## src/hdl/imta_pkg.sv

```systemverilog
// Shared types, constants and helpers for the mosaic tile average block.
package imta_pkg;

	localparam int DEF_MAX_IMAGE_WIDTH  = 4096;
	localparam int DEF_MAX_IMAGE_HEIGHT = 4096;
	localparam int DEF_MAX_CELL_SIZE    = 64;

	localparam int RST_CELL_SIZE    = 8;
	localparam int RST_IMAGE_WIDTH  = 640;
	localparam int RST_IMAGE_HEIGHT = 480;

	localparam int CFG_IDX_W  = 2;
	localparam int CFG_DATA_W = 13;
	localparam logic [CFG_IDX_W-1:0] CFG_CELL_SIZE    = 2'd0;
	localparam logic [CFG_IDX_W-1:0] CFG_IMAGE_WIDTH  = 2'd1;
	localparam logic [CFG_IDX_W-1:0] CFG_IMAGE_HEIGHT = 2'd2;

	localparam int PIX_W   = 8;
	localparam int SUM_W   = 20;
	localparam int TOT_W   = 32;
	localparam int POS_W   = 12;
	localparam int NCOLOR  = 3;
	localparam int Q_DEPTH = 2;

	// One completed tile on its way from the accumulator to the divider.
	typedef struct packed {
		logic [POS_W-1:0]  tile_row;
		logic [POS_W-1:0]  tile_col;
		logic [SUM_W-1:0]  sum_r;
		logic [SUM_W-1:0]  sum_g;
		logic [SUM_W-1:0]  sum_b;
		logic [TOT_W-1:0]  cnt;
		logic [TOT_W-1:0]  px;
		logic [TOT_W-1:0]  tot_r;
		logic [TOT_W-1:0]  tot_g;
		logic [TOT_W-1:0]  tot_b;
		logic              done;
	} entry_t;

	typedef struct packed {
		logic full;
		logic empty;
	} fifo_stat_t;

	// Zero maps to one, anything above the limit saturates to it.
	function automatic logic [31:0] clamp_range(input logic [31:0] v, input logic [31:0] hi);
		logic [31:0] r;
		r = v;
		if (v == 32'd0) begin
			r = 32'd1;
		end else if (v > hi) begin
			r = hi;
		end
		return r;
	endfunction

endpackage

```

## src/hdl/imta_fifo.sv

```systemverilog
// Short queue of completed tiles between the accumulator and the divider.
module imta_fifo (
	input  logic                 clk,
	input  logic                 arst_n,
	input  logic                 push,
	input  imta_pkg::entry_t     wdata,
	input  logic                 pop,
	output imta_pkg::entry_t     rdata,
	output imta_pkg::fifo_stat_t stat
);
	import imta_pkg::*;

	localparam int PTR_B = (Q_DEPTH > 1) ? $clog2(Q_DEPTH) : 1;
	localparam int CNT_B = $clog2(Q_DEPTH + 1);

	entry_t           slot_q [Q_DEPTH];
	logic [PTR_B-1:0] wr_q, rd_q;
	logic [CNT_B-1:0] cnt_q;

	assign rdata      = slot_q[rd_q];
	assign stat.full  = (32'(cnt_q) == 32'(Q_DEPTH));
	assign stat.empty = (cnt_q == '0);

	always_ff @(posedge clk or negedge arst_n) begin
		if (!arst_n) begin
			wr_q  <= '0;
			rd_q  <= '0;
			cnt_q <= '0;
		end else begin
			if (push) begin
				wr_q <= (32'(wr_q) == 32'(Q_DEPTH - 1)) ? '0 : wr_q + 1'b1;
			end
			if (pop) begin
				rd_q <= (32'(rd_q) == 32'(Q_DEPTH - 1)) ? '0 : rd_q + 1'b1;
			end
			if (push && !pop) begin
				cnt_q <= cnt_q + 1'b1;
			end else if (pop && !push) begin
				cnt_q <= cnt_q - 1'b1;
			end
		end
	end

	always_ff @(posedge clk) begin
		if (push) begin
			slot_q[wr_q] <= wdata;
		end
	end

endmodule

```

## config.mk

```make
export PLATFORM = sky130hd
export DESIGN_NAME = imta_fifo
export DESIGN_NICKNAME = d
export VERILOG_FILES = /design/src/hdl/imta_pkg.sv /design/src/hdl/imta_fifo.sv
export SDC_FILE = /design/constraint.sdc
export NUM_CORES = 1
export LEC_CHECK = 0
export ABC_AREA = 0
export BUFFER_PORTS_ARGS = -buffer_cell sky130_fd_sc_hd__buf_2
export CORE_AREA = 2 2 194 196
export DETAILED_ROUTE_END_ITERATION = 10
export DIE_AREA = 0 0 196 198
export HOLD_SLACK_MARGIN = 0.12
export PLACE_DENSITY = 0.83
export SYNTH_ARGS = -nofsm -noshare
export SYNTH_HDL_FRONTEND = slang
export SYNTH_SLANG_ARGS = --single-unit
export TNS_END_PERCENT = 100
```

## constraint.sdc

```tcl
create_clock -name clk -period 19.4 [get_ports clk]
set_input_delay 0.97 -clock clk [delete_from_list [all_inputs] [get_ports clk]]
set_output_delay 0.97 -clock clk [all_outputs]
set_load 0.03 [all_outputs]
```

# Word-level counts from Yosys, hierarchy flattened
# Memory sizes are Yosys's and may differ from the RTL's.
# Index checks and enable logic that the tools add are counted.
[op_classes]
reduce_logical = 6
n_shift = 0
n_addsub = 4
n_mux = 6
n_lt_le_gt_ge = 0
n_bitwise = 0
eq_ne = 1
div_mod_pow = 0
multipliers = 0
[op_table]
columns = ["operator", "count"]
rows = [
  ["two-way mux 1 bit", 4],
  ["two-way mux 2 bit", 2],
  ["adder 1 bit (second input constant)", 2],
  ["adder 2 x 1 -> 2 bit (second input constant)", 1],
  ["equality test 2 bit (second input constant)", 1],
  ["logical AND 1 bit", 2],
  ["logical NOT 1 bit", 2],
  ["logical NOT 2 bit", 1],
  ["nonzero test 2 bit", 1],
  ["subtractor 2 x 1 -> 2 bit (second input constant)", 1],
]
[word_totals]
mem_bits_rw = 490
out_inout_bits = 247
mem_count = 1
ff_bits = 4
latch_bits = 0
rom_bits = 0
wordCells = 21
[mem_list]
columns = ["memory", "words", "word_bits", "read_ports", "rd_ports_with_merged_regs", "write_ports", "line_no", "source"]
rows = [
  ["slot_q", 2, 245, 1, 0, 1, "imta_fifo.sv:16", "entry_t slot_q [Q_DEPTH];"],
]

# Depth between registers and ports, before layout
[logic_depth]
depth_word = 4
ltp_mapped = 5
mapped_depth_nobuf = 5

# Worst setup path after synthesis
# Ideal clock, no wire load.
[synth_path]
path_type = "input -> register"
startpoint = "in push"
endpoint = "mem slot_q[0][0] in the netlist's numbering, enable pin"
path_buffers = 0
t_required_ps = 18516
t_arrival_ps = 11516
setup_slack_ps = 7000
path_stages = 1
path_cell_list = "nor2b_1"
[synth_via]
elab_chain_cells = 2
[synth_rtl]
columns = ["element", "line_no", "source"]
rows = [
  ["start: declaration", "imta_fifo.sv:5", "input logic push,"],
  ["two-way mux 1 bit", "imta_fifo.sv:45", "if (push) begin"],
  ["two-way mux 1 bit (implied by the code)", "imta_fifo.sv:46", "slot_q[wr_q] <= wdata;"],
  ["end: declaration", "imta_fifo.sv:16", ""],
]
# No other way between the ends.

==> results.md <==
* Worst setup margin at 14.76 ns
* Cts hold-fix bufs at 0
* Layout Skew at ~0.014 ns
* Area Overhead vs Synth at 23.71%
* Final net count at between 1.5k and 2k
* CP Launch Type: register
* Core area at around 37000 um^2
* Sequential area share after synthesis at between 80% and 90%
* Vias in the first global route at 9707
* Syn_nets at 1028
* DP Wirelength at between 20000 and 30000 um
* WS Path Type: register to output pin
* DR DRC count at 0
* Drt total wl at 37960 um
* Critical Path RT at ~18 ns
* Worst slew pin tran at 1.051 ns
* Detailed Routing Iterations Pass 1 at 5
* H-tree depth at 2
* Slowest cell delay on critical path at roughly 0.91 ns
* Syn Inst Count at 778
* RSZ-0062 raised after global routing: no
* Drt first-iter violations at 354
* Final Max Tran Viols at 0
* GR Util All Layers at between 10% and 20%
* Chip height at about 200 um
* Share of cells above drive strength 1 at between 60 and 70%
* Num rows at between 70 and 80
* Count of cell types in the netlist at 12
* Maxcap violations at 0
* Antenna violations before repair at 9
* WP data arrival at ~3.7 ns
* Avg Inst Size Synth at 23.15 um^2
* Wire per inst at ~21 um
* First-pass GRT wire length at 53910 um
* Vias at slightly above 9k
* Initial Utilization at between 40 and 50%
* Number of hold violations in the final report at 0
* Clk sink count at approximately 490
* Die W at 196 um
* Leak Pwr at between 8 and 9 nW
* Power Dens Cells at about 160 nW/um^2
* Cell Area, Synth at around 18000 um^2
* Clk pin slew, worst setup/hold paths at approximately 0.060 ns
* CTS resizes at 0
* Final setup fails at 0
* Root buf cell: clkbuf_16
* CP endpoint kind: output pin
* Antenna Violating Nets Remaining at 0
* CTS tree: built
* Peak supply drop at ~0.11 mV
* Worst min path class: input port to asynchronous set/reset pin
* CTS Buf Count at 49
* Crit path top cell by count: buf_4
* Final period utilization at about a quarter
* Slowest-stage cell, CP: dfrtp_4
* Port Buffers at just under 500
* Total gr overflow at 0
* Pre-CTS setup slack at roughly 15 ns
* Worst path cell trace: buf_4, buf_4, mux2_2, buf_2
* Crit-path max FO at 76
* Status: finished, final reports clean
* Die ar. at slightly below 40000 um^2
* Power Total at 3.573 mW
* Clk Latency, worst-skew pair at around 0.56 ns
* Final setup TNS at 0 ns
* Final min period at between 4 and 5 ns
* Largest net degree at the start of global routing at ~170
* Routability cong. at between 0.7 and 0.8
* Max Root-Sink Buffers at 3
* Slew HR at 29.94%
* Vias/cell at between 5 and 6
* Synth warn at 0
* Post-CTS Setup Bufs at 0
* Synthesized flop and latch total at just under 500
* Num ports at ~500
* Highest Clock Rate at between 200 and 250 MHz
==> flip-flops by register name (all words and copies together), names as in the netlist <==
register,count
slot_q,490
rd_q,1
wr_q,1
cnt_q,2
==> synth_stat cells <==
| cell type | instances | area [um^2] |
|---|---|---|
| xor2_1 | 4 | 35.03 |
| inv_1 | 1 | 3.750 |
| dfrtp_1 | 4 | 100.1 |
| clkbuf_8 | 19 | 261.5 |
| xnor2_1 | 1 | 8.760 |
| buf_6 | 8 | 90.09 |
| and2_1 | 1 | 6.260 |
| mux2_2 | 245 | 2759 |
| nor2_1 | 2 | 7.510 |
| ha_1 | 1 | 12.51 |
| nor2b_1 | 2 | 12.51 |
| edfxtp_1 | 490 | 14710 |
==> final timing paths <==
| check | start | to | slack (ns) | cells after the start |
|---|---|---|---|---|
| max in group asynchronous | arst_n | rd_q | 19.04 | 1 |
| min in group clk | cnt_q[1] | cnt_q[1] | 0.49 | 1 |
| worst max register to register | wr_q | slot_q[1][105] | 16.25 | 3 |
| worst min register to register | cnt_q[1] | cnt_q[1] | 0.49 | 1 |
| worst min-delay path | arst_n | wr_q | 0.21 | 1 |
| worst max-delay path | rd_q | rdata[172] | 14.76 | 4 |
==> cell families (layout without fill, tap and decap cells) <==
family	Yosys count	count (layout)	share of synthesized area, %
xor+xnor	5	5	0.2431
fa+ha+maj	1	1	0.06946
buf+inv	28	588	1.973
flops	494	494	82.25
mux	245	245	15.32
other cells	0	7	0
simple gates	5	5	0.1459
==> cell usage in the layout, fill, tap and decap left out, drive strengths merged <==
master / synthesis / layout
buf: 8 / 503
edfxtp: 490 / 490
mux2: 245 / 245
clkbuf: 19 / 64
clkinv: 0 / 15
diode: 0 / 7
inv: 1 / 5
xor2: 4 / 4
dfrtp: 4 / 4
nor2: 2 / 2
nor2b: 2 / 2
and2: 1 / 1
xnor2: 1 / 1
ha: 1 / 1
clkinvlp: 0 / 1
==> layout make-up <==
cell class | count | area (um^2)
fillers | 2596 | 14670
clock buffers | 64 | 1335
well taps | 474 | 593.1
clock inverters | 20 | 112.6
multi-input cells | 256 | 2851
diodes | 7 | 17.52
inverters | 1 | 3.754
repair buffers | 503 | 2550
flip-flops and latches | 494 | 14820
==> power by group <==
part	leakage [nW]	total (mW)	switching [mW]	internal, mW
registers	4.64	1.49	0.0693	1.42
logic	3.00	1.23	0.824	0.406
clock network	0.711	0.855	0.371	0.484
==> critical path: cells and delay by family, from the launching register on <==
family / cells / cell delay (ns)
multiplexers: 1 / 0.43
buffers and inverters: 3 / 1.61
flip-flops: 1 / 0.91
==> metrics by stage <==
| step | instance area [um^2] | hold slack (ns) | instances | util, % |
|---|---|---|---|---|
| final | 22280 | 0.2108 | 1819 | 60.29 |
| after global routing | 22270 | 0.1816 | 1816 | 60.27 |
| after CTS | 22260 | 0.1684 | 1812 | 60.25 |
| after detailed placement | 20820 | 0.4868 | 1728 | 56.33 |
| after global placement | 20820 | 0.4727 | 1728 | 56.33 |
| after floorplan | 18010 | 0.4555 | 778 | - |
==> layer usage <==
layer | up-vias | global-route usage (%) | wire, um
met2 | 400 | 32.03 | 19490
met1 | 4578 | 20.42 | 13680
met4 | 6 | 9.624 | 1474
li1 | 4178 | - | -
met3 | 88 | 6.166 | 3283
met5 | - | 0 | 34
(Power assumes the default switching activity.)
