File: src/hdl/imta_pkg.sv
// Shared types, constants and helpers for the mosaic tile average block.
package imta_pkg;

	localparam int DEF_MAX_IMAGE_WIDTH  = 4096;
	localparam int DEF_MAX_IMAGE_HEIGHT = 4096;
	localparam int DEF_MAX_CELL_SIZE    = 64;

	localparam int RST_CELL_SIZE    = 8;
	localparam int RST_IMAGE_WIDTH  = 640;
	localparam int RST_IMAGE_HEIGHT = 480;

	localparam int CFG_IDX_W  = 2;
	localparam int CFG_DATA_W = 13;
	localparam logic [CFG_IDX_W-1:0] CFG_CELL_SIZE    = 2'd0;
	localparam logic [CFG_IDX_W-1:0] CFG_IMAGE_WIDTH  = 2'd1;
	localparam logic [CFG_IDX_W-1:0] CFG_IMAGE_HEIGHT = 2'd2;

	localparam int PIX_W   = 8;
	localparam int SUM_W   = 20;
	localparam int TOT_W   = 32;
	localparam int POS_W   = 12;
	localparam int NCOLOR  = 3;
	localparam int Q_DEPTH = 2;

	// One completed tile on its way from the accumulator to the divider.
	typedef struct packed {
		logic [POS_W-1:0]  tile_row;
		logic [POS_W-1:0]  tile_col;
		logic [SUM_W-1:0]  sum_r;
		logic [SUM_W-1:0]  sum_g;
		logic [SUM_W-1:0]  sum_b;
		logic [TOT_W-1:0]  cnt;
		logic [TOT_W-1:0]  px;
		logic [TOT_W-1:0]  tot_r;
		logic [TOT_W-1:0]  tot_g;
		logic [TOT_W-1:0]  tot_b;
		logic              done;
	} entry_t;

	typedef struct packed {
		logic full;
		logic empty;
	} fifo_stat_t;

	// Zero maps to one, anything above the limit saturates to it.
	function automatic logic [31:0] clamp_range(input logic [31:0] v, input logic [31:0] hi);
		logic [31:0] r;
		r = v;
		if (v == 32'd0) begin
			r = 32'd1;
		end else if (v > hi) begin
			r = hi;
		end
		return r;
	endfunction

endpackage

File: src/hdl/imta_back.sv
// Back end: six-lane restoring divider for tile and image averages, output register.
module imta_back (
	input  logic                         clk,
	input  logic                         arst_n,
	input  imta_pkg::entry_t             entry,
	input  imta_pkg::fifo_stat_t         fifo_stat,
	output logic                         pop,
	output logic                         out_valid,
	input  logic                         out_ready,
	output logic [imta_pkg::POS_W-1:0]   tile_row,
	output logic [imta_pkg::POS_W-1:0]   tile_col,
	output logic [imta_pkg::PIX_W-1:0]   tile_red,
	output logic [imta_pkg::PIX_W-1:0]   tile_green,
	output logic [imta_pkg::PIX_W-1:0]   tile_blue,
	output logic                         image_done,
	output logic [imta_pkg::PIX_W-1:0]   image_red,
	output logic [imta_pkg::PIX_W-1:0]   image_green,
	output logic [imta_pkg::PIX_W-1:0]   image_blue
);
	import imta_pkg::*;

	localparam int NLANE  = 2 * NCOLOR;
	localparam int STEP_B = $clog2(TOT_W);

	localparam logic [1:0] ST_IDLE = 2'd0;
	localparam logic [1:0] ST_RUN  = 2'd1;
	localparam logic [1:0] ST_FIN  = 2'd2;

	logic [1:0]        state_q;
	logic [STEP_B-1:0] step_q;
	logic [TOT_W-1:0]  dvd_q [NLANE];
	logic [TOT_W:0]    rem_q [NLANE];
	logic [TOT_W-1:0]  dvs_q [NLANE];
	logic [POS_W-1:0]  tr_q, tc_q;
	logic              done_q;

	logic [TOT_W:0]    rem_sh [NLANE];
	logic [TOT_W:0]    rem_nx [NLANE];
	logic [TOT_W-1:0]  dvd_nx [NLANE];
	logic              ge [NLANE];
	logic              out_free;

	assign pop      = (state_q == ST_IDLE) && !fifo_stat.empty;
	assign out_free = !out_valid || out_ready;

	// One quotient bit per lane and cycle; the quotient shifts in behind the dividend.
	always_comb begin
		for (int i = 0; i < NLANE; i++) begin
			rem_sh[i] = {rem_q[i][TOT_W-1:0], dvd_q[i][TOT_W-1]};
			ge[i]     = rem_sh[i] >= {1'b0, dvs_q[i]};
			rem_nx[i] = ge[i] ? (rem_sh[i] - {1'b0, dvs_q[i]}) : rem_sh[i];
			dvd_nx[i] = {dvd_q[i][TOT_W-2:0], ge[i]};
		end
	end

	always_ff @(posedge clk or negedge arst_n) begin
		if (!arst_n) begin
			state_q   <= ST_IDLE;
			step_q    <= '0;
			out_valid <= 1'b0;
		end else begin
			if (state_q == ST_FIN && out_free) begin
				out_valid <= 1'b1;
			end else if (out_ready) begin
				out_valid <= 1'b0;
			end
			unique case (state_q)
				ST_IDLE: begin
					if (pop) begin
						state_q <= ST_RUN;
						step_q  <= '0;
					end
				end
				ST_RUN: begin
					step_q <= step_q + 1'b1;
					if (32'(step_q) == 32'(TOT_W - 1)) begin
						state_q <= ST_FIN;
					end
				end
				ST_FIN: begin
					if (out_free) begin
						state_q <= ST_IDLE;
					end
				end
				default: begin
					state_q <= ST_IDLE;
				end
			endcase
		end
	end

	always_ff @(posedge clk) begin
		if (pop) begin
			dvd_q[0] <= TOT_W'(entry.sum_r);
			dvd_q[1] <= TOT_W'(entry.sum_g);
			dvd_q[2] <= TOT_W'(entry.sum_b);
			dvd_q[3] <= entry.tot_r;
			dvd_q[4] <= entry.tot_g;
			dvd_q[5] <= entry.tot_b;
			for (int i = 0; i < NCOLOR; i++) begin
				dvs_q[i]          <= entry.cnt;
				dvs_q[i + NCOLOR] <= entry.px;
			end
			for (int i = 0; i < NLANE; i++) rem_q[i] <= '0;
			tr_q   <= entry.tile_row;
			tc_q   <= entry.tile_col;
			done_q <= entry.done;
		end else if (state_q == ST_RUN) begin
			for (int i = 0; i < NLANE; i++) begin
				dvd_q[i] <= dvd_nx[i];
				rem_q[i] <= rem_nx[i];
			end
		end
		if (state_q == ST_FIN && out_free) begin
			tile_row    <= tr_q;
			tile_col    <= tc_q;
			tile_red    <= dvd_q[0][PIX_W-1:0];
			tile_green  <= dvd_q[1][PIX_W-1:0];
			tile_blue   <= dvd_q[2][PIX_W-1:0];
			image_done  <= done_q;
			image_red   <= done_q ? dvd_q[3][PIX_W-1:0] : '0;
			image_green <= done_q ? dvd_q[4][PIX_W-1:0] : '0;
			image_blue  <= done_q ? dvd_q[5][PIX_W-1:0] : '0;
		end
	end

endmodule

File: config.mk
export PLATFORM = sky130hd
export DESIGN_NAME = imta_back
export DESIGN_NICKNAME = d
export VERILOG_FILES = /design/src/hdl/imta_pkg.sv /design/src/hdl/imta_back.sv
export SDC_FILE = /design/constraint.sdc
export NUM_CORES = 1
export LEC_CHECK = 0
export ABC_AREA = 0
export BUFFER_PORTS_ARGS = -buffer_cell sky130_fd_sc_hd__buf_4
export CORE_MARGIN = 2
export CORE_UTILIZATION = 36
export CTS_BUF_LIST = sky130_fd_sc_hd__clkbuf_8
export CTS_CLUSTER_DIAMETER = 50
export CTS_CLUSTER_SIZE = 12
export DETAILED_ROUTE_END_ITERATION = 8
export PLACE_DENSITY = 0.6
export SLEW_MARGIN = 20
export SYNTH_ARGS = -nofsm -noshare
export SYNTH_HDL_FRONTEND = slang
export SYNTH_SLANG_ARGS = --single-unit
File: constraint.sdc
create_clock -name clk -period 20.7 [get_ports clk]
set_clock_uncertainty 0.05 [all_clocks]
set_input_delay 5.175 -clock clk [delete_from_list [all_inputs] [get_ports clk]]
set_output_delay 5.175 -clock clk [all_outputs]
set_load 0.05 [all_outputs]
# == Yosys cells after proc, flatten, opt, wreduce, memory -nomap -nowiden ==
# Memories as Yosys holds them, arrays and structs flattened.
# Index checks and enable logic that the tools add are counted.
# totals
register_bits,106
latchBits,0
ram_bits,582
rom_bits,0
inputBits,250
output_inout_bits,75
elab_cells,90
memories,3
# op_classes
n_addsub,7
n_mul,0
n_div,0
order_cmp,6
eq_ne,6
n_shift,0
mux,31
bitwise,12
reduce_logical,10
# mem_list
name,depth,word_bits,rd,rd_ports_with_merged_regs,write_ports,line,rtl
rem_q,6,33,6,0,6,imta_back.sv:32,logic [TOT_W:0] rem_q [NLANE];
dvd_q,6,32,6,0,6,imta_back.sv:31,logic [TOT_W-1:0] dvd_q [NLANE];
dvs_q,6,32,6,0,6,imta_back.sv:33,logic [TOT_W-1:0] dvs_q [NLANE];
# ops
operator,count
33-bit two-way mux,12
33-bit by 32-bit greater-or-equal comparator with 1-bit output,6
33-bit by 32-bit subtractor with 33-bit output,6
32-bit two-way mux,6
1-bit bitwise OR,12
5-bit one-hot mux with 2 select lines,1
1-bit two-way mux,7
2-bit two-way mux,3
"2-bit != test, second input constant",3
2-bit one-hot mux with 3 select lines,1
"5-bit by 1-bit adder with 5-bit output, second input constant",1
"5-bit equality test, second input constant",1
5-bit two-way mux,1
2-bit nonzero test,2
3-bit AND reduction,1
"2-bit by 1-bit equality test with 1-bit output, second input constant",1
"2-bit equality test, second input constant",1
1-bit logical AND,2
1-bit logical NOT,2
2-bit logical NOT,1
2-bit AND reduction,1
1-bit logical OR,1

# == Longest topological paths before layout ==
# Gate-level depths: netlist (run 1).
# logic_depth
ltp_word,5
ltp_mapped,15
depth_no_buf,14

# == Worst setup path after synthesis (run 1) ==
# No wires, ideal clock.
# synth_path
path_kind,input -> register
startpoint,in fifo_stat[0] (netlist bit)
endpoint,mem dvd_q[0][0] (enable)
setup_ns,0.696
t_arrival_ns,20.726
t_required_ns,19.954
slack_ns,-0.771
path_stages,3
path_buffers,0
path_cell_list,nor3_1 -> nor2_1 -> inv_1
# synth_lines
element,line,rtl
start: declaration,imta_back.sv:6,"input imta_pkg::fifo_stat_t fifo_stat,"
end: declaration,imta_back.sv:31,

# == Final worst setup path (run 1) ==
# layout_path
startpoint,in fifo_stat[0] (netlist bit)
endpoint,out pop
# layout_between
elab_chain_cells,2
# layout_rtl
element,line,rtl
1-bit logical NOT,imta_back.sv:43,assign pop = (state_q == ST_IDLE) && !fifo_stat.empty;
1-bit logical AND,imta_back.sv:43,
end: declaration,imta_back.sv:7,"output logic pop,"
# Every way passes these cells.

==> results_dict.tcl, run 1 <==
set metrics [dict create \
    ys.flop_type "edfxtp_1" \
    synthArstFlopShare 0.0144 \
    clk_pin_slew_ns 0.07 \
    seq_area_frac_synth 0.516 \
    drtIter0Drc 1653 \
    wl_per_cell_um 17.7 \
    cap_violations 0 \
    path_cells "buf_4, nor3_2, buf_4, buf_4" \
    grt_max_degree 204 \
    slowest_stage "buf_4" \
    drc 4 \
    final_common_cell "nand2_1" \
    hold_path_class "reg2reg" \
    area_growth_syn_to_layout_pct 17.2 \
    fp-row-count 109 \
    rsz0062_at_grt "false" \
    core_area_um2 88500 \
    power_leakage_uw 0.0165 \
    status "finished, violations left" \
    grt_pass1_vias 22916 \
    ir_worst_vdd_mv 0.0985 \
    io_buffers 323 \
    place_congestion 0.864 \
    drt-pass1-iter-count 7 \
    relSlewSlack 0.261 \
    p_per_area_nw_per_um2 172 \
    vias 23929 \
    clock_latency_ns 0.72 \
    cpMostUsedCell "buf_4" \
    post_cts_buffers 0 \
    grt_usage 0.177 \
    crit_type "in2out" \
    grt_overflow 0 \
    layout_common_cells "nand2_1 (647), edfxtp_1 (546), buf_4 (337)" \
    cts.sinks 554 \
    worst_pin_slew_ns 1.11 \
    nNetsFinal 3873 \
    synth_area_per_cell_um2 10.3 \
    cpPeakStageDelay_ns 0.26 \
    setup_viol 0 \
    cp_data_arrival_time_ns 5.95 \
    place_inst 4499 \
    io_pins 325 \
    timing.setup.tns_ns 0 \
    netlist_area_um2 32200 \
    yosys_warnings 0 \
    start_util 0.364 \
    cts_root_buffer "clkbuf_8" \
    fin_crit_ns 11.17 \
    drt_wl_total_mm 82.6 \
    final_cells 4659 \
    cts_resized 0 \
    final_hold_viol_count 0 \
    synth.net_count 3569 \
    cts-hold-fix-buffers 0 \
    synth.ff_latch_count 554 \
    synth-edff-count 546 \
    hpwlAfterDp_mm 57.5 \
    avgViaCountPerCell 5.14 \
    drv_slew 0 \
    grt_pass1_wl_mm 128 \
    die_h_um 303 \
    synth_cells 3119 \
    layout-drive-gt1-share 0.149 \
    period_share 0.540 \
    cts_tree "built" \
    clk_path_buf_depth 3 \
    dieWidth_um 303 \
    end_kind "output port" \
    numCtsBuffers 86 \
    htreeDepth 3 \
    ant_nets 0 \
    antenna_found_initial 2 \
    crit_fanout 8 \
    synth_cell_types 81 \
    utilization 0.426 \
    violations "design-rule violations" \
    fmax_mhz 89.5 \
    n_fill_cell 8558 \
    crit_required_ns 15.48 \
    dieArea_um2 91800 \
    crit_path_start_kind "primary input" \
]
## cell families after synthesis
logic type / share of synthesized area
buffers and inverters: 0.0301
multiplexers: 0.0327
adder cells (fa/ha/maj): 0.0792
AND/OR/NAND/NOR: 0.161
flip-flops: 0.516
XOR/XNOR: 0.0416
AO/OA/AOI/OAI: 0.139
## Yosys cell counts, types with 47 or more instances
master / count / share of area
clkbuf_1: 106 / 0.012
nand3_1: 60 / 0.0093
xnor2_1: 97 / 0.026
inv_1: 116 / 0.014
xor2_1: 56 / 0.015
o21ai_0: 107 / 0.017
nand2_1: 647 / 0.075
ha_1: 194 / 0.075
mux2i_1: 104 / 0.032
a21o_1: 109 / 0.025
a211oi_1: 47 / 0.011
edfxtp_1: 546 / 0.51
a21oi_1: 210 / 0.033
nor2_1: 225 / 0.026
and2_1: 70 / 0.014
## metal layers
layer,GRT usage,vias to the layer above,routed length [um]
met4,0.0525,2,1850
li1,-,11909,-
met1,0.240,11277,38100
met3,0.0511,117,5970
met5,0,-,13
met2,0.274,624,36600
## path summary, 6_finish.rpt
check | from | endpoint | slack, ns | depth (start not counted)
max | fifo_stat[0] | pop | 9.53 | 4
min | tc_q[3]$_DFFE_PP_ | tile_col[3]$_DFFE_PP_ | 0.36 | 0
max reg2reg | state_q[0]$_DFFE_PN0P_ | dvd_q[0][26]$_SDFFCE_PN0P_ | 16.19 | 6
min reg2reg | tc_q[3]$_DFFE_PP_ | tile_col[3]$_DFFE_PP_ | 0.36 | 0
max in group asynchronous | arst_n | step_q[0]$_DFFE_PN0P_ | 16.21 | 1
min in group asynchronous | arst_n | state_q[1]$_DFFE_PN0P_ | 4.24 | 1
## per-stage QoR
stage          worst slack, ns  power (uW)  hold slack [ns]  instance area [um2]
2_1_floorplan             2.50        4740            0.350                32200
3_3_place_gp              9.51        5390            0.351                35700
3_5_place_dp              9.50        5440            0.355                35700
4_1_cts                   9.50        6550            0.368                37700
5_1_grt                   9.49        7050            0.378                37700
6_report                  9.53        6490            0.364                37700
## worst max-delay path, delay by kind of cell
kind	cells	cell delay, ns
buffers and inverters	3	0.62
and+or+nand+nor	1	0.12
## report_power, final
part	total, uW	internal [uW]	switching (uW)
logic	3230	1300	1930
clock network	1070	553	517
registers	2190	1980	209
total	6490	3830	2660
## state kept, by name, indices dropped and copies added, names as in the netlist
signal / cells
image_done: 1
step_q: 5
dvd_q: 192
image_blue: 8
image_red: 8
tile_row: 12
tc_q: 12
dvs_q: 64
tile_blue: 8
image_green: 8
out_valid: 1
state_q: 2
tile_red: 8
rem_q: 192
tile_green: 8
done_q: 1
tile_col: 12
tr_q: 12
## final cells by class
| class | instances | area [um2] | share of cell area |
|---|---|---|---|
| Timing Repair Buffer | 341 | 2610 | 0.0692 |
| Clock buffer | 87 | 1200 | 0.0318 |
| Multi-Input combinational cell | 2324 | 14600 | 0.388 |
| Inverter | 116 | 439 | 0.0116 |
| Sequential cell | 554 | 16600 | 0.440 |
| Antenna cell | 1 | 2.50 | 0.0000664 |
| Clock inverter | 71 | 756 | 0.0200 |
| Tap cell | 1165 | 1460 | 0.0387 |
(Power assumes the default switching activity.)
==> run 2: changes to the inputs <==
Clock period 20.7 ns to 11.7 ns, I/O delays scaled along.
==> results_dict.tcl, run 2 (synthesized netlist as in run 1, its figures left out) <==
set metrics [dict create \
    nNetsFinal 3870 \
    end_kind "output port" \
    period_share 0.573 \
    rsz0062_at_grt "false" \
    crit_type "in2out" \
    fin_crit_ns 6.70 \
    ir_worst_vdd_mv 0.150 \
    status "finished, violations left" \
    grt_max_degree 211 \
    cp_data_arrival_time_ns 3.73 \
    dieWidth_um 303 \
    crit_required_ns 8.73 \
    grt_overflow 0 \
    fmax_mhz 149 \
    clk_path_buf_depth 3 \
    antenna_found_initial 4 \
    reg2reg_from "dvs_q[5][1]$_DFFE_PP_" \
    layout-drive-gt1-share 0.149 \
    start_util 0.364 \
    dieArea_um2 91800 \
    wl_per_cell_um 17.7 \
    vias 23814 \
    cts-hold-fix-buffers 0 \
    relSlewSlack 0.236 \
    cts_root_buffer "clkbuf_8" \
    drv_slew 0 \
    clock_latency_ns 0.72 \
    setup_viol 0 \
    crit_path_start_kind "primary input" \
    grt_pass1_vias 22796 \
    fp-row-count 109 \
    area_growth_syn_to_layout_pct 16.7 \
    cts_resized 0 \
    n_fill_cell 8614 \
    htreeDepth 3 \
    cts.sinks 554 \
    io_buffers 323 \
    timing.setup.tns_ns 0 \
    grt_usage 0.175 \
    violations "design-rule violations" \
    drtIter0Drc 1579 \
    cap_violations 0 \
    slowest_stage "buf_4" \
    top_regs "dvd_q (192), rem_q (192), dvs_q (64)" \
    hold_path_class "reg2reg" \
    final_common_cell "nand2_1" \
    worst_pin_slew_ns 1.15 \
    ant_nets 0 \
    layout_common_cells "nand2_1 (647), edfxtp_1 (546), buf_4 (339)" \
    post_cts_buffers 0 \
    cpMostUsedCell "buf_4" \
    whs_ns 0.366 \
    power_leakage_uw 0.0164 \
    multi_input_area_um2 14700 \
    hpwlAfterDp_mm 57.6 \
    path_cells "buf_4, nor3_4, buf_4, buf_4" \
    drc 7 \
    avgViaCountPerCell 5.13 \
    io_pins 325 \
    die_h_um 303 \
    place_congestion 0.879 \
    drt_wl_total_mm 82.1 \
    clk_pin_slew_ns 0.07 \
    final_hold_viol_count 0 \
    cpPeakStageDelay_ns 0.27 \
    p_per_area_nw_per_um2 303 \
    grt_pass1_wl_mm 127 \
    crit_start "fifo_stat[0]" \
    drt-pass1-iter-count 7 \
    r2r_setup_slack_ns 7.49 \
    cts_tree "built" \
    seq_area_um2 16600 \
    numCtsBuffers 83 \
    crit_fanout 13 \
    finalPower_uw 11400 \
    core_area_um2 88500 \
    hold_path.startpoint "tr_q[6]$_DFFE_PP_" \
]
## run 2: changes by cell type in the layout (fill, tap and decap cells not counted), sizes merged
cell | before | now
clkinv | 25 | 17
bufinv | 11 | 9
inv | 140 | 135
clkbuf | 87 | 89
## run 2: final timing paths
| path | end | cells past startpoint |
|---|---|---|
| max | pop | 4 |
| min | tile_row[6]$_DFFE_PP_ | 0 |
| min reg2reg | tile_row[6]$_DFFE_PP_ | 0 |
| max in group asynchronous | step_q[0]$_DFFE_PN0P_ | 1 |
| max reg2reg | rem_q[4][30]$_SDFFCE_PN0P_ | 12 |
| min in group asynchronous | step_q[3]$_DFFE_PN0P_ | 1 |
## run 2: power by group
group / internal (uW) / switching (uW)
Sequential: 3500 / 356
Clock: 936 / 883
Combinational: 2300 / 3420
Total: 6730 / 4650
## run 2: final cells by class
cell class | instances | area share
sequential | 554 | 0.442
multi-input combinational | 2324 | 0.390
timing repair buffer | 341 | 0.0688
tap | 1165 | 0.0388
clock buffer | 89 | 0.0326
clock inverter | 56 | 0.0163
inverter | 116 | 0.0117
antenna | 1 | 0.0000666
## run 2: critical path: cells and delay by family
kind,cells,cell delay (ns)
AND/OR/NAND/NOR,1,0.11
buffers and inverters,3,0.66
## run 2: routing by layer
metal | global-route usage | share of wire | vias to the layer above
met5 | 0 | 0.00032 | -
met4 | 0.0540 | 0.022 | 4
met1 | 0.236 | 0.46 | 11214
li1 | - | - | 11889
met2 | 0.271 | 0.45 | 583
met3 | 0.0531 | 0.078 | 124
## run 2: per-stage QoR
stage	std cells	cell area, um2	util	worst slack (ns)
detailed placement	4500	35700	0.404	4.97
global placement	4500	35700	0.404	4.98
floorplan	3119	32200	-	1.34
global route	4646	37600	0.424	4.95
CTS	4645	37600	0.424	4.97
finish	4646	37600	0.424	5.00
==> run 3: changes to the inputs <==
Settings changed: ABC_AREA 0 to 1, PLACE_DENSITY 0.6 to 0.61.
Clock period 11.7 ns to 5.9 ns, I/O delays scaled along.
==> results_dict.tcl, run 3 <==
set metrics [dict create \
    nNetsFinal 6200 \
    drv_slew 0 \
    final_common_cell "nand2_1" \
    core_area_um2 108000 \
    rsz0062_at_grt "false" \
    area_growth_syn_to_layout_pct 14.5 \
    synth.area.top_cells "edfxtp_1 (42%), nand2_1 (21%), inv_1 (8.3%), ha_1 (6.2%), nor2_1 (6.1%)" \
    crit_fanout 36 \
    status "finished clean" \
    drt-pass1-iter-count 5 \
    layout-drive-gt1-share 0.109 \
    crit_required_ns 4.38 \
    place_inst 7074 \
    synth-edff-count 546 \
    io_buffers 323 \
    ir_worst_vdd_mv 0.369 \
    end_kind "output port" \
    fin_crit_ns 4.03 \
    finalPower_uw 27100 \
    cts_root_buffer "clkbuf_8" \
    yosys_warnings 0 \
    synth_cell_types 43 \
    synthArstFlopShare 0.0144 \
    cts_tree "built" \
    die_h_um 334 \
    avgViaCountPerCell 4.65 \
    vias 33635 \
    dieWidth_um 334 \
    fmax_mhz 248 \
    yosysTopAreaCell "edfxtp_1" \
    grt_overflow 0 \
    cpMostUsedCell "buf_4" \
    synth_cells 5430 \
    start_util 0.362 \
    post_cts_buffers 0 \
    layout_common_cells "nand2_1 (2242), inv_1 (880), nor2_1 (637)" \
    clk_pin_slew_ns 0.08 \
    final_cells 7237 \
    crit_type "in2out" \
    final_hold_viol_count 0 \
    synth_area_per_cell_um2 7.22 \
    dieArea_um2 112000 \
    grt_pass1_wl_mm 182 \
    crit_path_start_kind "primary input" \
    slowest_stage "buf_4" \
    cts.sinks 554 \
    worst_pin_slew_ns 1.12 \
    ys.flop_type "edfxtp_1" \
    clk_path_buf_depth 3 \
    cp_data_arrival_time_ns 2.51 \
    hold_path_class "reg2reg" \
    period_share 0.683 \
    yosysMostFrequentCell "nand2_1" \
    synth.ff_latch_count 554 \
    grt_pass1_vias 31899 \
    wl_per_cell_um 16.1 \
    place_congestion 0.931 \
    drt_wl_total_mm 117 \
    synth.net_count 5880 \
    clock_latency_ns 0.77 \
    cap_violations 0 \
    numCtsBuffers 88 \
    fp-row-count 121 \
    netlist_area_um2 39200 \
    cpPeakStageDelay_ns 0.50 \
    htreeDepth 3 \
    cts_resized 0 \
    io_pins 325 \
    ant_nets 0 \
    top_regs "dvd_q (192), rem_q (192), dvs_q (64)" \
    hpwlAfterDp_mm 88.8 \
    synth_top_area_frac 0.418 \
    antenna_found_initial 2 \
    grt_max_degree 195 \
    power_leakage_uw 0.0239 \
    seq_area_frac_synth 0.423 \
    p_per_area_nw_per_um2 603 \
    path_cells "buf_4, nor2_4, buf_4, buf_4" \
    setup_viol 0 \
    drtIter0Drc 2627 \
    drc 0 \
    relSlewSlack 0.252 \
    cts-hold-fix-buffers 0 \
    timing.setup.tns_ns 0 \
    yosys-top-cells-count "nand2_1 (2242), inv_1 (867), nor2_1 (640), edfxtp_1 (546), ha_1 (194)" \
    grt_usage 0.208 \
]
==> run 3: layout make-up <==
class / count / area [um2]
fillers: 11360 / 63500
multi-input cells: 3866 / 18600
flip-flops and latches: 554 / 16600
inverters: 903 / 3410
repair buffers: 337 / 2610
well taps: 1414 / 1770
clock buffers: 90 / 1240
clock inverters: 71 / 608
diodes: 2 / 5.00
==> run 3: cell families (layout without fill, tap and decap cells) <==
| logic type | Yosys count | after routing | share of synthesized area |
|---|---|---|---|
| compound gates | 138 | 138 | 0.0194 |
| buf+inv | 1010 | 1401 | 0.102 |
| fa+ha+maj | 200 | 200 | 0.0650 |
| flops | 554 | 554 | 0.423 |
| simple gates | 3442 | 3442 | 0.371 |
| xor+xnor | 86 | 86 | 0.0192 |
| other cells | 0 | 2 | 0 |
==> run 3: path summary, 6_finish.rpt <==
check / cells past startpoint / slack [ns] / endpoint / startpoint
max: 4 / 1.87 / pop / fifo_stat[0]
min: 0 / 0.37 / tile_col[6]$_DFFE_PP_ / tc_q[6]$_DFFE_PP_
max reg2reg: 15 / 2.66 / rem_q[1][17]$_SDFFCE_PN0P_ / dvs_q[2][19]$_DFFE_PP_
min reg2reg: 0 / 0.37 / tile_col[6]$_DFFE_PP_ / tc_q[6]$_DFFE_PP_
max in group asynchronous: 1 / 5.17 / step_q[4]$_DFFE_PN0P_ / arst_n
min in group asynchronous: 1 / 0.45 / step_q[0]$_DFFE_PN0P_ / arst_n
==> run 3: per-stage QoR <==
step           area (um2)  hold slack, ns  utilization  setup slack [ns]
2_1_floorplan       39200           0.350            -             -2.63
4_1_cts             44900           0.359        0.414              1.86
5_1_grt             44900           0.378        0.414              1.81
6_report            44900           0.374        0.414              1.87
3_3_place_gp        43000           0.350        0.397              1.88
3_5_place_dp        43000           0.355        0.397              1.85
==> run 3: routing by layer <==
layer	vias to the layer above	global-route usage	wire [um]
met3	118	0.0481	8730
met4	0	0.0456	2090
met2	869	0.322	50200
met1	15188	0.294	55800
li1	17460	-	-
met5	-	0	0
==> run 3: worst max-delay path, delay by kind of cell <==
| kind | cells | cell delay, ns |
|---|---|---|
| AND/OR/NAND/NOR | 1 | 0.09 |
| buffers and inverters | 3 | 0.93 |
==> run 3: report_power, final <==
part,leakage (uW),switching (uW),internal (uW),total (uW)
clock,0.000991,1850,1660,3510
combinational,0.0173,10600,5130,15700
sequential,0.00563,710,7110,7820
